**src/design/r2hsv_pkg.sv**
```systemverilog
// r2hsv_pkg: shared types, constants and codes for the RGB to HSV pixel converter.
// Used by every module in the design folder; depends on nothing else.

package r2hsv_pkg;

    // Fractional bits of the hue output (degrees times 2^HUE_FRAC_BITS), range 0 to 6.
    localparam int HUE_FRAC_BITS = 6;

    localparam int CHAN_W = 8;
    localparam int HUE_W  = 15;

    localparam int HUE_ONE  = 1 << HUE_FRAC_BITS;
    localparam int HUE_SPAN = 60 * HUE_ONE;
    localparam int HUE_FULL = 360 * HUE_ONE;

    // Quotient bits: enough for the hue fraction (up to 60 degrees) and for saturation.
    localparam int HQ_W = $clog2(HUE_SPAN + 1);
    localparam int Q_W  = (HQ_W > CHAN_W) ? HQ_W : CHAN_W;

    // Partial remainder: divisor shifted by the quotient width.
    localparam int REM_W = CHAN_W + Q_W;

    // Signed working width of the hue sum, room for 360 degrees plus a sign.
    localparam int HUE_SUM_W = $clog2(HUE_FULL) + 2;

    typedef enum logic [1:0] {
        SEC_RED   = 2'd0,
        SEC_GREEN = 2'd1,
        SEC_BLUE  = 2'd2
    } t_sector;

    typedef struct packed {
        logic [CHAN_W-1:0] red;
        logic [CHAN_W-1:0] green;
        logic [CHAN_W-1:0] blue;
    } t_pix_in;

    typedef struct packed {
        logic [HUE_W-1:0]  hue;
        logic              hue_defined;
        logic [CHAN_W-1:0] saturation;
        logic [CHAN_W-1:0] brightness;
    } t_pix_out;

    // Fields that ride along the divider chain unchanged.
    typedef struct packed {
        t_sector           sector;
        logic              negative;
        logic              defined;
        logic              max_zero;
        logic [CHAN_W-1:0] brightness;
    } t_side;

    // State of one item inside the divider chain: two divisions side by side.
    typedef struct packed {
        logic [REM_W-1:0]  hue_rem;
        logic [REM_W-1:0]  sat_rem;
        logic [CHAN_W-1:0] hue_div;
        logic [CHAN_W-1:0] sat_div;
        logic [Q_W-1:0]    hue_q;
        logic [Q_W-1:0]    sat_q;
        t_side             side;
    } t_div_cell;

endpackage

```
**src/design/r2hsv_front.sv**
```systemverilog
// r2hsv_front: first stage; finds max, min, sector and the dividends of both divisions.
// Depends on r2hsv_pkg.

module r2hsv_front (
    input  logic                 i_clk,
    input  logic                 i_rst_n,
    input  logic                 i_valid,
    output logic                 o_stall,
    input  r2hsv_pkg::t_pix_in   i_pix,
    output logic                 o_valid,
    input  logic                 i_stall,
    output r2hsv_pkg::t_div_cell o_cell
);
    import r2hsv_pkg::*;

    logic                r_valid;
    t_div_cell           r_cell;
    t_div_cell           n_cell;
    t_sector             sector;
    logic [CHAN_W-1:0]   mx;
    logic [CHAN_W-1:0]   mn;
    logic [CHAN_W-1:0]   delta;
    logic signed [CHAN_W:0] diff;
    logic [CHAN_W-1:0]   abs_diff;
    logic [2*CHAN_W-1:0] sat_num;

    always_comb begin
        // Red wins ties over green, green over blue.
        if (i_pix.red >= i_pix.green && i_pix.red >= i_pix.blue) begin
            sector = SEC_RED;
            mx     = i_pix.red;
            diff   = $signed({1'b0, i_pix.green}) - $signed({1'b0, i_pix.blue});
        end else if (i_pix.green >= i_pix.blue) begin
            sector = SEC_GREEN;
            mx     = i_pix.green;
            diff   = $signed({1'b0, i_pix.blue}) - $signed({1'b0, i_pix.red});
        end else begin
            sector = SEC_BLUE;
            mx     = i_pix.blue;
            diff   = $signed({1'b0, i_pix.red}) - $signed({1'b0, i_pix.green});
        end

        mn = i_pix.red;
        if (i_pix.green < mn) mn = i_pix.green;
        if (i_pix.blue < mn)  mn = i_pix.blue;
        delta = mx - mn;

        abs_diff = diff[CHAN_W] ? CHAN_W'(-diff) : diff[CHAN_W-1:0];
        // 255 * delta as delta * 256 - delta.
        sat_num  = {delta, {CHAN_W{1'b0}}} - {{CHAN_W{1'b0}}, delta};

        n_cell.hue_rem = REM_W'(HUE_SPAN) * REM_W'(abs_diff);
        n_cell.sat_rem = REM_W'(sat_num);
        n_cell.hue_div = delta;
        n_cell.sat_div = mx;
        n_cell.hue_q   = '0;
        n_cell.sat_q   = '0;
        n_cell.side.sector     = sector;
        n_cell.side.negative   = diff[CHAN_W];
        n_cell.side.defined    = (mx != '0) && (delta != '0);
        n_cell.side.max_zero   = (mx == '0);
        n_cell.side.brightness = mx;
    end

    assign o_stall = r_valid && i_stall;
    assign o_valid = r_valid;
    assign o_cell  = r_cell;

    always_ff @(posedge i_clk) begin
        if (!i_rst_n) begin
            r_valid <= 1'b0;
        end else if (!o_stall) begin
            r_valid <= i_valid;
        end
        if (!o_stall && i_valid) begin
            r_cell <= n_cell;
        end
    end

endmodule

```
**src/design/r2hsv_div_cell.sv**
```systemverilog
// r2hsv_div_cell: one restoring-division step for hue and saturation, one quotient bit each.
// Depends on r2hsv_pkg.

module r2hsv_div_cell (
    input  logic                 i_clk,
    input  logic                 i_rst_n,
    input  logic                 i_valid,
    output logic                 o_stall,
    input  r2hsv_pkg::t_div_cell i_cell,
    output logic                 o_valid,
    input  logic                 i_stall,
    output r2hsv_pkg::t_div_cell o_cell
);
    import r2hsv_pkg::*;

    logic             r_valid;
    t_div_cell        r_cell;
    t_div_cell        n_cell;
    logic [REM_W-1:0] hue_shift;
    logic [REM_W-1:0] sat_shift;
    logic [REM_W-1:0] hue_left;
    logic [REM_W-1:0] sat_left;
    logic             hue_take;
    logic             sat_take;

    always_comb begin
        hue_shift = {1'b0, i_cell.hue_div, {(Q_W-1){1'b0}}};
        sat_shift = {1'b0, i_cell.sat_div, {(Q_W-1){1'b0}}};
        hue_take  = i_cell.hue_rem >= hue_shift;
        sat_take  = i_cell.sat_rem >= sat_shift;
        hue_left  = hue_take ? i_cell.hue_rem - hue_shift : i_cell.hue_rem;
        sat_left  = sat_take ? i_cell.sat_rem - sat_shift : i_cell.sat_rem;

        n_cell         = i_cell;
        // Remainder stays below the shifted divisor, so the top bit drops safely.
        n_cell.hue_rem = {hue_left[REM_W-2:0], 1'b0};
        n_cell.sat_rem = {sat_left[REM_W-2:0], 1'b0};
        n_cell.hue_q   = {i_cell.hue_q[Q_W-2:0], hue_take};
        n_cell.sat_q   = {i_cell.sat_q[Q_W-2:0], sat_take};
    end

    assign o_stall = r_valid && i_stall;
    assign o_valid = r_valid;
    assign o_cell  = r_cell;

    always_ff @(posedge i_clk) begin
        if (!i_rst_n) begin
            r_valid <= 1'b0;
        end else if (!o_stall) begin
            r_valid <= i_valid;
        end
        if (!o_stall && i_valid) begin
            r_cell <= n_cell;
        end
    end

endmodule

```
**src/design/r2hsv_back.sv**
```systemverilog
// r2hsv_back: last stage; adds the sector offset, wraps hue and registers the result item.
// Depends on r2hsv_pkg.

module r2hsv_back (
    input  logic                 i_clk,
    input  logic                 i_rst_n,
    input  logic                 i_valid,
    output logic                 o_stall,
    input  r2hsv_pkg::t_div_cell i_cell,
    output logic                 o_valid,
    input  logic                 i_stall,
    output r2hsv_pkg::t_pix_out  o_hsv
);
    import r2hsv_pkg::*;

    logic                        r_valid;
    t_pix_out                    r_hsv;
    t_pix_out                    n_hsv;
    logic signed [HUE_SUM_W-1:0] offset;
    logic signed [HUE_SUM_W-1:0] frac;
    logic signed [HUE_SUM_W-1:0] sum;
    logic signed [HUE_SUM_W-1:0] wrapped;

    always_comb begin
        case (i_cell.side.sector)
            SEC_RED:   offset = '0;
            SEC_GREEN: offset = HUE_SUM_W'(120 * HUE_ONE);
            SEC_BLUE:  offset = HUE_SUM_W'(240 * HUE_ONE);
            default:   offset = '0;
        endcase

        frac    = $signed(HUE_SUM_W'(i_cell.hue_q));
        sum     = i_cell.side.negative ? offset - frac : offset + frac;
        wrapped = sum[HUE_SUM_W-1] ? sum + HUE_SUM_W'(HUE_FULL) : sum;

        n_hsv.hue         = i_cell.side.defined ? HUE_W'(wrapped[HUE_SUM_W-2:0]) : '0;
        n_hsv.hue_defined = i_cell.side.defined;
        n_hsv.saturation  = i_cell.side.max_zero ? '0 : i_cell.sat_q[CHAN_W-1:0];
        n_hsv.brightness  = i_cell.side.brightness;
    end

    assign o_stall = r_valid && i_stall;
    assign o_valid = r_valid;
    assign o_hsv   = r_hsv;

    always_ff @(posedge i_clk) begin
        if (!i_rst_n) begin
            r_valid <= 1'b0;
        end else if (!o_stall) begin
            r_valid <= i_valid;
        end
        if (!o_stall && i_valid) begin
            r_hsv <= n_hsv;
        end
    end

endmodule

```
**src/design/rgb_to_hsv_pixel.sv**
```systemverilog
// rgb_to_hsv_pixel: top level of the RGB to HSV pixel converter.
// Depends on r2hsv_pkg, r2hsv_front, r2hsv_div_cell and r2hsv_back.

// Converts one 8-bit RGB pixel per item into hue (degrees times 2^HUE_FRAC_BITS),
// a hue-defined flag, saturation floor(255*delta/max) and brightness (the largest
// channel). Black and gray pixels give hue 0 with hue_defined low. The block takes
// one item every clock while o_stall is low and keeps up to Q_W+2 items in flight
// (14 at the default of six hue fraction bits): a front stage, a chain of Q_W
// division cells that each produce one quotient bit of both divisions, and a
// result register. Each item passes through them in that order. Every stage holds
// its own valid bit, so a stall at the output only backs up into stages that hold
// an item; empty stages keep filling. Reset is synchronous, active low, and clears
// the valid bits only.

module rgb_to_hsv_pixel (
    input  logic                i_clk,
    input  logic                i_rst_n,
    input  logic                i_valid,
    output logic                o_stall,
    input  r2hsv_pkg::t_pix_in  i_pix,
    output logic                o_valid,
    input  logic                i_stall,
    output r2hsv_pkg::t_pix_out o_hsv
);
    import r2hsv_pkg::*;

    // Links between stages; link k feeds division cell k.
    t_div_cell link_cell  [Q_W+1];
    logic      link_valid [Q_W+1];
    logic      link_stall [Q_W+1];

    // Find max, min, sector and the two dividends.
    r2hsv_front u_front (
        .i_clk   (i_clk),
        .i_rst_n (i_rst_n),
        .i_valid (i_valid),
        .o_stall (o_stall),
        .i_pix   (i_pix),
        .o_valid (link_valid[0]),
        .i_stall (link_stall[0]),
        .o_cell  (link_cell[0])
    );

    // Advance each item one quotient bit per cell, most significant bit first.
    for (genvar k = 0; k < Q_W; k++) begin : g_cell
        r2hsv_div_cell u_cell (
            .i_clk   (i_clk),
            .i_rst_n (i_rst_n),
            .i_valid (link_valid[k]),
            .o_stall (link_stall[k]),
            .i_cell  (link_cell[k]),
            .o_valid (link_valid[k+1]),
            .i_stall (link_stall[k+1]),
            .o_cell  (link_cell[k+1])
        );
    end

    // Add the sector offset, wrap negative hue, hold the result item.
    r2hsv_back u_back (
        .i_clk   (i_clk),
        .i_rst_n (i_rst_n),
        .i_valid (link_valid[Q_W]),
        .o_stall (link_stall[Q_W]),
        .i_cell  (link_cell[Q_W]),
        .o_valid (o_valid),
        .i_stall (i_stall),
        .o_hsv   (o_hsv)
    );

endmodule

```
**config.mk**
```make
export PLATFORM = sky130hd
export DESIGN_NAME = rgb_to_hsv_pixel
export DESIGN_NICKNAME = d
export VERILOG_FILES = /design/src/design/r2hsv_pkg.sv /design/src/design/r2hsv_front.sv /design/src/design/r2hsv_div_cell.sv /design/src/design/r2hsv_back.sv /design/src/design/rgb_to_hsv_pixel.sv
export SDC_FILE = /design/constraint.sdc
export NUM_CORES = 1
export LEC_CHECK = 0
export BUFFER_PORTS_ARGS = -buffer_cell sky130_fd_sc_hd__buf_4
export CAP_MARGIN = 10
export CORE_MARGIN = 5
export CORE_UTILIZATION = 60
export DETAILED_ROUTE_END_ITERATION = 8
export GPL_TIMING_DRIVEN = 0
export PLACE_DENSITY_LB_ADDON = 0.08
export SETUP_SLACK_MARGIN = 0.1
export SLEW_MARGIN = 20
export SYNTH_ARGS = -nofsm -noshare
export SYNTH_HDL_FRONTEND = slang
export SYNTH_HIERARCHICAL = 1
export SYNTH_SLANG_ARGS = --single-unit
```
**constraint.sdc**
```tcl
create_clock -name i_clk -period 17.3 [get_ports i_clk]
set_input_delay 5.19 -clock i_clk [delete_from_list [all_inputs] [get_ports i_clk]]
set_output_delay 5.19 -clock i_clk [all_outputs]
set_load 0.02 [all_outputs]
```
==> metrics.md <==
| Metric | Value |
|---|---|
| Outcome | complete, no violations |
| Sum of buffers and inverters on the critical path | 2 |
| CP max stage delay | 0.34 ns |
| Final Setup Violations | 0 |
| Post-route clock period utilization | 0.824 |
| Antenna-violating nets left | 0 |
| Endpoint type of the worst setup path | output pin |
| Largest net degree at the start of global routing | 33 |
| DP HPWL | 59,700 um |
| PnR worst setup slack | 3.05 ns |
| Fmax | 0.0702 GHz |
| Least-Margin Pin Slew | 1.01 ns |
| Area Overhead vs Synth | 11.7% |
| Worst-Skew Late Latency | 0.64 ns |
| Slew HR | 0.320 |
| Final Util | 0.677 |
| Largest delay share family, worst path | simple AND/OR/NAND/NOR gates |
| Hold Path Class | reg -> reg |
| Core ar. | 77,600 um^2 |
| Arr. time, crit path | 9.06 ns |
| Max Slew Vio Count | 0 |
| Clock slew at reported path FFs | 0.06 ns |
| Post-Synthesis Cells | 3,299 |
| TritonCTS clock tree | yes |
| Crit Path Max Fanout | 3 |
| Via density per instance | 5.59 |
| CP Launch Type | input pin |
| Final nets | 3,836 |
| WL per Instance | 17.0 um |
| Kind of critical path | in -> out |
| # diodes | 0 |
| GR Util All Layers | 0.187 |
| DIE AREA | 84,000 um^2 |
| Clock skew | 0.0353 ns |
| RSZ-0062 raised after global routing | false |
| Non-filler instance count after layout | 4,627 |
| Antenna violations before repair | 0 |
| Power per Cell Area | 115 nW/um^2 |
| Pleak | 20.0 nW |
| First DRT Iteration DRCs | 1,374 |
| H-tree levels | 3 |
| Worst Path Required | 12.11 ns |
| Io pins | 62 |
| GR Overflow Total | 0 |
| Worst path cell trace | buf_4 -> and2_1 -> and2_1 -> and2_1 -> and2_1 -> and2_1 -> and2_1 -> and2_1 -> and2_1 -> and2_1 -> and2_1 -> and2_1 -> and2_1 -> and2_1 -> and2_1 -> buf_4 |
| Period minus WS final | 14.25 ns |
| Syn. warnings | 6 |
| Vias in the first global route | 26,500 |
| Drc violations | 0 |
| Setup Fix Bufs, Post-CTS | 0 |
| Most common cell on crit path | and2_1 |
| Die span in x | 290 um |
| CTS root buf | clkbuf_16 |
| Final setup TNS | 0 ns |
| DRT Pass-1 Iters | 6 |
| Final Hold Vio Count | 0 |
| Die Y-Extent | 290 um |
| Vias | 25,900 |
| Hold-fix buffers, CTS | 0 |
| Synthesized cell area | 47,000 um^2 |
| GP Congestion | 0.866 |
| Placed cell count | 4,448 |
| Slowest CP cell | and2_1 |
| Num CTS Buffers | 97 |
| Routed WL | 78,700 um |
| Most frequent cells in the layout | 944 x edfxtp_1, 336 x inv_1, 261 x ha_1 |
| Most common cell after layout, fill and taps aside | edfxtp_1 |
| Post-CTS sizing | 0 |
| First-pass GRT wire length | 131,000 um |
| DP Worst Slack | 3.24 ns |
| Num rows | 102 |
| Max cap viols | 0 |
| Synthesized area per cell | 14.2 um^2 |
| CTS Sinks | 958 |
| Share of cells above drive strength 1 | 0.148 |
| PortBufs | 61 |
| Max VDD drop | 0.445 mV |
| Max Root-Sink Buffers | 3 |
| Initial core utilization | 0.605 |
where the power goes:
group          leakage [nW]  total (mW)  internal, mW  switching [mW]
sequential             8.69        2.75          2.70          0.0451
clock                  1.48        1.97          1.14           0.828
combinational          9.85        1.32         0.612           0.713
total                  20.0        6.04          4.46            1.59
layer usage:
| metal | up-vias | track usage | wire, um |
|---|---|---|---|
| li1 | 12800 | - | - |
| met1 | 12400 | 0.232 | 32900 |
| met2 | 515 | 0.340 | 40800 |
| met3 | 175 | 0.0254 | 2770 |
| met4 | 0 | 0.0587 | 2180 |
| met5 | - | 0 | 0 |
final cells by class:
type                       instances  area, um^2
tap                             1040        1300
clock buffer                     118        2520
timing repair buffer              87         986
fill                            5383       25100
clock inverter                    61         528
multi-input combinational       1951       16700
sequential                       958       28600
inverter                         360        1410
buffer                            52         375
per-stage QoR:
stage / instance area [um^2] / total power [mW] / hold WS [ns]
detailed placement: 49400 / 4.13 / 0.405
global placement: 48800 / 4.08 / 0.402
finish: 52500 / 6.04 / 0.392
floorplan: 47100 / 3.83 / 0.400
CTS: 52500 / 6.12 / 0.384
global route: 52500 / 6.38 / 0.399
path summary, 6_finish.rpt:
check | cells after the start | from | end | slack, ns
max | 16 | i_stall | o_stall | 3.05
min | 0 | g_cell[6].u_cell/o_cell[29] | g_cell[7].u_cell/o_cell[30] | 0.39
max reg2reg | 16 | u_back/o_valid | u_front/o_cell[11] | 12.54
min reg2reg | 0 | g_cell[6].u_cell/o_cell[29] | g_cell[7].u_cell/o_cell[30] | 0.39
state kept, by name (all words and copies together), names as in the netlist:
signal,cells
u_front/o_cell,48
u_back/o_hsv,32
g_cell.u_cell/o_valid,12
g_cell.u_cell/o_cell,864
u_back/o_valid,1
u_front/o_valid,1
worst register-to-register path, stage by stage, from the launching register on:
cell and delay (ns):
dfxtp_1 0.30, and2_1 0.22, and2_1 0.24, and2_1 0.23, and2_1 0.23, and2_1 0.23
and2_1 0.23, and2_1 0.22, and2_1 0.23, and2_1 0.23, and2_1 0.22, and2_1 0.22
and2_1 0.22, and2_1 0.22, and2_1 0.27, nor2b_4 0.62, buf_12 0.28
Note: power is estimated with default switching activity, not from simulation.
